`config.mk`:
```
export PLATFORM = sky130hd
export DESIGN_NAME = lsp_ctrl
export DESIGN_NICKNAME = d
export VERILOG_FILES = /design/src/lsp_pkg.sv /design/src/lsp_ctrl.sv
export VERILOG_INCLUDE_DIRS = /design/src /design/src/src
export SDC_FILE = /design/constraint.sdc
export NUM_CORES = 1
export LEC_CHECK = 0
export BUFFER_PORTS_ARGS = -buffer_cell sky130_fd_sc_hd__buf_4
export CORE_AREA = 2 2 64 66
export DETAILED_ROUTE_END_ITERATION = 16
export DIE_AREA = 0 0 66 68
export SKIP_LAST_GASP = 1
export SLEW_MARGIN = 15
export SYNTH_ARGS = -nofsm -noshare
export SYNTH_HDL_FRONTEND = slang
export SYNTH_SLANG_ARGS = --single-unit
```
`constraint.sdc`:
```
create_clock -name clk -period 2.6 [get_ports clk]
set_clock_uncertainty 0.15 [all_clocks]
set_input_delay 0.52 -clock clk [delete_from_list [all_inputs] [get_ports clk]]
set_output_delay 0.52 -clock clk [all_outputs]
set_load 0.02 [all_outputs]
```
`src/lexicographic_shortest_path_defines.svh`:
```
// Assertion macros shared by the lexicographic shortest path RTL.
// Files that assert include this header; it depends on nothing else.
`ifndef LEXICOGRAPHIC_SHORTEST_PATH_DEFINES_SVH
`define LEXICOGRAPHIC_SHORTEST_PATH_DEFINES_SVH
`ifndef SYNTH
`define LSP_ASSERT_IMP(label, ante, cons) \
  label: assert property (@(posedge clk) disable iff (!rst_n) (ante) |-> (cons)) \
    else $error("lsp implication check failed");
`define LSP_ASSERT_NXT(label, ante, cons) \
  label: assert property (@(posedge clk) disable iff (!rst_n) (ante) |=> (cons)) \
    else $error("lsp next-cycle check failed");
`else
`define LSP_ASSERT_IMP(label, ante, cons)
`define LSP_ASSERT_NXT(label, ante, cons)
`endif
`endif

```
`src/lsp_pkg.sv`:
```
// Package of the lexicographic shortest path block: constants, payload structs,
// controller states, datapath commands and status. Depends on nothing.
`default_nettype none
package lsp_pkg;
  localparam int NODE_W = 6;
  localparam int FW_W = 16;
  localparam int DIST_W = 23;
  localparam logic [DIST_W-1:0] DIST_INF = 23'h7FFFFF;
  localparam int OUT_W = 22;
  localparam logic [OUT_W-1:0] OUT_MAX = 22'h3FFFFF;
  localparam int NCNT_W = 7;
  localparam int CFG_IDX_W = 2;
  localparam int CFG_DATA_W = 7;
  localparam logic [CFG_IDX_W-1:0] CFG_NODE_COUNT = 2'd0;
  localparam logic [CFG_IDX_W-1:0] CFG_START_NODE = 2'd1;
  localparam logic [CFG_IDX_W-1:0] CFG_END_NODE = 2'd2;
  localparam logic [NCNT_W-1:0] NODE_COUNT_RESET = 7'd64;
  localparam int DEF_MAX_NODES = 64;
  localparam int DEF_MAX_EDGES = 1024;
  localparam int DEF_WEIGHT_BITS = 16;

  typedef struct packed {
    logic [NODE_W-1:0] from_node;
    logic [NODE_W-1:0] to_node;
    logic [FW_W-1:0]   primary_weight;
    logic [FW_W-1:0]   secondary_weight;
    logic              last_edge;
  } in_item_t;

  typedef struct packed {
    logic [NODE_W-1:0] path_node;
    logic              reachable;
    logic [OUT_W-1:0]  primary_dist;
    logic [OUT_W-1:0]  secondary_total;
    logic              last_of_path;
  } out_item_t;

  typedef enum logic [4:0] {
    S_IDLE, S_INIT, S_POP, S_POP_WT, S_CUR_WT, S_SCAN, S_EDGE_WT, S_RLX_A,
    S_DIR_B, S_RLX_B, S_FIN_RD, S_FIN_WT, S_PUSH, S_B_SCAN, S_B_EDGE_WT,
    S_B_TIGHT_A, S_B_DIR_B, S_B_TIGHT_B, S_EMIT_RD, S_EMIT_WT, S_NOREACH,
    S_EMIT_HOLD
  } state_t;

  typedef enum logic [4:0] {
    OP_NONE, OP_LOAD, OP_INIT, OP_POP_RD, OP_POP_LD, OP_CUR_LD, OP_E_RD,
    OP_NB_A, OP_NB_B, OP_RELAX, OP_FIN_RD, OP_FIN_LD, OP_PUSH, OP_STEP,
    OP_EM_RD, OP_EM_LD, OP_NR_LD, OP_EM_NEXT, OP_DONE
  } dp_op_t;

  typedef struct packed {
    dp_op_t op;
  } cmd_t;

  typedef struct packed {
    logic bounds_ok;
    logic q_empty;
    logic idx_end;
    logic from_hit;
    logic to_hit;
    logic from_ok;
    logic to_ok;
    logic tight;
    logic rd_inf;
    logic at_start;
    logic push_stop;
    logic out_valid;
    logic out_taken;
    logic out_last;
  } status_t;
endpackage
`default_nettype wire

```
`src/lsp_ctrl.sv`:
```
// Controller state machine: sequences loading, relaxation, path rebuild and
// result transfers. Uses lsp_pkg and the macro header.
`default_nettype none
`include "lexicographic_shortest_path_defines.svh"
module lsp_ctrl
  import lsp_pkg::*;
(
  input  wire logic    clk,
  input  wire logic    rst_n,
  input  wire logic    in_valid,
  input  wire logic    in_last,
  output logic         in_ready,
  input  wire status_t st,
  output cmd_t         cmd
);
  state_t state_r, state_nxt;

  always_ff @(posedge clk) begin
    if (!rst_n) begin
      state_r <= S_IDLE;
    end else begin
      state_r <= state_nxt;
    end
  end

  always_comb begin
    state_nxt = state_r;
    cmd.op = OP_NONE;
    in_ready = 1'b0;
    case (state_r)
      S_IDLE: begin
        in_ready = 1'b1;
        if (in_valid) begin
          cmd.op = OP_LOAD;
          if (in_last) begin
            state_nxt = S_INIT;
          end
        end
      end
      S_INIT: begin
        if (st.bounds_ok) begin
          cmd.op = OP_INIT;
          state_nxt = S_POP;
        end else begin
          state_nxt = S_NOREACH;
        end
      end
      S_POP: begin
        if (st.q_empty) begin
          state_nxt = S_FIN_RD;
        end else begin
          cmd.op = OP_POP_RD;
          state_nxt = S_POP_WT;
        end
      end
      S_POP_WT: begin
        cmd.op = OP_POP_LD;
        state_nxt = S_CUR_WT;
      end
      S_CUR_WT: begin
        cmd.op = OP_CUR_LD;
        state_nxt = S_SCAN;
      end
      S_SCAN: begin
        if (st.idx_end) begin
          state_nxt = S_POP;
        end else begin
          cmd.op = OP_E_RD;
          state_nxt = S_EDGE_WT;
        end
      end
      S_EDGE_WT: begin
        if (st.from_hit && st.to_ok) begin
          cmd.op = OP_NB_A;
          state_nxt = S_RLX_A;
        end else begin
          state_nxt = S_DIR_B;
        end
      end
      S_RLX_A: begin
        cmd.op = OP_RELAX;
        state_nxt = S_DIR_B;
      end
      S_DIR_B: begin
        if (st.to_hit && st.from_ok) begin
          cmd.op = OP_NB_B;
          state_nxt = S_RLX_B;
        end else begin
          state_nxt = S_SCAN;
        end
      end
      S_RLX_B: begin
        cmd.op = OP_RELAX;
        state_nxt = S_SCAN;
      end
      S_FIN_RD: begin
        cmd.op = OP_FIN_RD;
        state_nxt = S_FIN_WT;
      end
      S_FIN_WT: begin
        cmd.op = OP_FIN_LD;
        state_nxt = st.rd_inf ? S_NOREACH : S_PUSH;
      end
      S_PUSH: begin
        cmd.op = OP_PUSH;
        state_nxt = (st.at_start || st.push_stop) ? S_EMIT_RD : S_B_SCAN;
      end
      S_B_SCAN: begin
        if (st.idx_end) begin
          state_nxt = S_EMIT_RD;
        end else begin
          cmd.op = OP_E_RD;
          state_nxt = S_B_EDGE_WT;
        end
      end
      S_B_EDGE_WT: begin
        if (st.from_hit) begin
          cmd.op = OP_NB_A;
          state_nxt = S_B_TIGHT_A;
        end else begin
          state_nxt = S_B_DIR_B;
        end
      end
      S_B_TIGHT_A: begin
        if (st.tight) begin
          cmd.op = OP_STEP;
          state_nxt = S_PUSH;
        end else begin
          state_nxt = S_B_DIR_B;
        end
      end
      S_B_DIR_B: begin
        if (st.to_hit) begin
          cmd.op = OP_NB_B;
          state_nxt = S_B_TIGHT_B;
        end else begin
          state_nxt = S_B_SCAN;
        end
      end
      S_B_TIGHT_B: begin
        if (st.tight) begin
          cmd.op = OP_STEP;
          state_nxt = S_PUSH;
        end else begin
          state_nxt = S_B_SCAN;
        end
      end
      S_EMIT_RD: begin
        cmd.op = OP_EM_RD;
        state_nxt = S_EMIT_WT;
      end
      S_EMIT_WT: begin
        cmd.op = OP_EM_LD;
        state_nxt = S_EMIT_HOLD;
      end
      S_NOREACH: begin
        cmd.op = OP_NR_LD;
        state_nxt = S_EMIT_HOLD;
      end
      S_EMIT_HOLD: begin
        if (st.out_taken) begin
          if (st.out_last) begin
            cmd.op = OP_DONE;
            state_nxt = S_IDLE;
          end else begin
            cmd.op = OP_EM_NEXT;
            state_nxt = S_EMIT_RD;
          end
        end
      end
      default: state_nxt = S_IDLE;
    endcase
  end

  `LSP_ASSERT_IMP(a_out_only_hold, st.out_valid, state_r == S_EMIT_HOLD)
  `LSP_ASSERT_NXT(a_last_starts, (state_r == S_IDLE) && in_valid && in_last, state_r == S_INIT)
  `LSP_ASSERT_IMP(a_ready_idle, in_ready, state_r == S_IDLE)
endmodule
`default_nettype wire
```
==> results.json <==
{
  "status": "complete, no violations",
  "clockBufferDepth": 2,
  "detailed_placer_s_ending_hpwl_um": 2318,
  "cts-buffers-inserted": 3,
  "synth_area_um2": 928.4,
  "ys.flop_type": "sky130_fd_sc_hd__dfxtp_1",
  "core_um2": 3856,
  "rsz_0062_raised_after_global_routing": "no",
  "place_ws_ns": 0.2380,
  "power.static_leakage_uw": 0.0004626,
  "min_delay_path_depth": 2,
  "regToRegStartpoint": "state_r[2]",
  "required_ns": 1.93,
  "clkSinkCount": 5,
  "ff2ff_path_depth": 5,
  "timing_max_transition_violations_final": 0,
  "fin_total_pwr_uw": 876.9,
  "post-place-cells": 204,
  "top_register": "state_r",
  "vias": 1112,
  "num-nets-final": 177,
  "cap_viol_max_count": 0,
  "synth.yosys.seq_area_share": 0.1078,
  "grt_total_ovfl": 0,
  "power-per-cell-area_nw_per_um2": 722.5,
  "max_ffs_per_register": 5,
  "clockRootBuffer": "sky130_fd_sc_hd__clkbuf_8",
  "critPathBufInv": 1,
  "path_max_fanout": 7,
  "placed_cell_area_um2": 1162,
  "finish.instance_area_um2": 1214,
  "insertion_delay_ns": 0.22,
  "fp.dieW_um": 66,
  "drive_gt1_frac": 0.2722,
  "setup.worst_path.class": "reg -> out",
  "critical_path.cell_chain": "or4b_1, nor3_1, a31oi_1, o211ai_1, buf_4",
  "worstHoldEndpoint": "state_r[2]",
  "die_area_um2": 4488,
  "num_io_pins": 24,
  "synthArstFlopShare": 0,
  "worst-endpoint-arrival_ns": 1.77,
  "postRouteAntennaNets": 0,
  "cp-end-kind": "output port",
  "top_library_cells_by_usage_in_the_layout_fill_and_taps_aside": "sky130_fd_sc_hd__buf_4, sky130_fd_sc_hd__nand2_1, sky130_fd_sc_hd__nor3_1, sky130_fd_sc_hd__a21oi_1, sky130_fd_sc_hd__nor2_1",
  "hold_path_startpoint": "rst_n",
  "floorplan.initialDensity": 0.2408,
  "synth_fp_nets": 150,
  "htreeDepth": 1,
  "grt_pass1_wl_um": 4816,
  "synth.ff_latch_count": 5,
  "layoutNonFillerInstCount": 208,
  "areaGrowthSynthToFinish_pct": 30.73,
  "place.port_buffers": 22,
  "setup.reg_to_reg.worst_slack_ns": 0.69,
  "critPathLaunchType": "flip-flop",
  "timing.final.crit_period_ns": 2.445,
  "gr_util_all_layers": 0.1394,
  "worst_slack_setup_final_ns": 0.1554,
  "layout.cells.most_common": "sky130_fd_sc_hd__buf_4",
  "achievable-frequency_mhz": 409.1,
  "timing.max_slew.rel_slack": 0.5443,
  "antenna_found_initial": 0,
  "period_share": 0.9402,
  "drt_drc_violations_left": 0,
  "ys_warn_count": 0,
  "biggestRegsByFlops": "state_r x5",
  "netlist_instances": 132,
  "crit_slowest_cell": "sky130_fd_sc_hd__or4b_1",
  "timing_worst_slew_pin_value_ns": 0.6773,
  "drt_pre_antenna_iters": 4,
  "ir_drop_mv": 0.4167,
  "critical_path_depth": 5,
  "finalSetupViolations": 0,
  "timing.critical_path.slowest_cell_delay_ns": 0.54,
  "routabilityCongestion": 0.8660,
  "dieHeight_um": 68,
  "r2r_end": "state_r[2]",
  "maximum_number_of_pins_on_one_net_before_global_route_repair": 18,
  "critical_path.top_delay_family": "simple AND/OR/NAND/NOR gates",
  "clkSlewWorstSetupHoldPaths_ns": 0.04,
  "synth_area_per_cell_um2": 7.033,
  "report.final.hold_viol_count": 0,
  "post_cts_setup_inserts": 0,
  "tritoncts": "yes",
  "synth_enable_flop_cells": 0,
  "diodes": 0,
  "grt_pass1_vias": 1023,
  "wirelength_um": 2908,
  "detailedRoute.firstIterationViolations": 67,
  "timing.hold.worst.class": "in -> reg",
  "via_per_inst": 5.346,
  "fill_cells": 430,
  "number_of_unique_standard_cell_types_used_by_synthesis": 49,
  "final.setup.tns_ns": 0,
  "post_drt_wl_per_cell_um": 13.98,
  "placementRows": 23
}
-- worst max path at each step --
stage,startpoint,endpoint,slack [ns]
finish,state_r[4],cmd[3],0.16
global route,state_r[2],cmd[0],0.05
detailed placement,state_r[1],cmd[3],0.24
floorplan,state_r[0],cmd[0],0.49
CTS,state_r[1],cmd[3],0.07
global placement,state_r[1],cmd[0],0.26
-- report_power, final --
part,internal (µW),total (µW),switching (µW)
clock network,105,140,34.7
logic,278,607,329
registers,97.2,130,33.1
total,480,877,396
-- metal layers --
metal,track usage,part of all wire,vias to the layer above
met5,0,0,-
met4,0.05612,0.0096,0
met3,0.006579,0.040,4
met2,0.2399,0.50,27
met1,0.1835,0.45,508
li1,-,-,573
-- what timing repair did --
action | in CTS | in global routing
hold buffers | 0 | 0
gates resized for setup | 1 | 2
endpoints found under the setup margin | 1 | 3
-- logic make-up (layout without fill, tap and decap cells) --
kind of cell           Yosys count  in the layout  share of synthesized area
AND/OR/NAND/NOR                 64             64                     0.3989
flip-flops                       5              5                     0.1078
AO/OA/AOI/OAI                   44             44                     0.3504
buffers and inverters           18             44                     0.1321
multiplexers                     1              1                    0.01078
-- metrics by stage --
step                      hold WS, ns  utilization
after global placement         0.6344       0.3014
after CTS                      0.4058       0.3141
final                          0.4043       0.3147
after floorplan                0.4979            -
after detailed placement       0.6323       0.3014
after global routing           0.4159       0.3147
-- synth_stat cells, types with 3 or more instances --
| master | n | area share |
|---|---|---|
| sky130_fd_sc_hd__o211ai_1 | 4 | 0.032 |
| sky130_fd_sc_hd__inv_1 | 4 | 0.016 |
| sky130_fd_sc_hd__dfxtp_1 | 5 | 0.11 |
| sky130_fd_sc_hd__nand2b_1 | 4 | 0.027 |
| sky130_fd_sc_hd__nand3_1 | 6 | 0.032 |
| sky130_fd_sc_hd__buf_2 | 5 | 0.027 |
| sky130_fd_sc_hd__nor3_1 | 8 | 0.043 |
| sky130_fd_sc_hd__nor2_1 | 7 | 0.028 |
| sky130_fd_sc_hd__nor2b_1 | 5 | 0.034 |
| sky130_fd_sc_hd__a21oi_1 | 9 | 0.049 |
| sky130_fd_sc_hd__nand2_1 | 13 | 0.053 |
| sky130_fd_sc_hd__a31oi_1 | 3 | 0.020 |
| sky130_fd_sc_hd__or4b_1 | 4 | 0.043 |
| sky130_fd_sc_hd__or3_1 | 3 | 0.020 |
| sky130_fd_sc_hd__buf_4 | 3 | 0.024 |
| sky130_fd_sc_hd__buf_6 | 5 | 0.061 |
-- layout make-up --
class | count | area [µm²] | area share
multi-input cells | 109 | 709.4 | 0.5845
repair buffers | 35 | 275.3 | 0.2268
flip-flops and latches | 5 | 102.6 | 0.08454
well taps | 50 | 62.56 | 0.05155
clock buffers | 4 | 45.04 | 0.03711
inverters | 5 | 18.77 | 0.01546
Note: power is estimated with default switching activity, not from simulation.
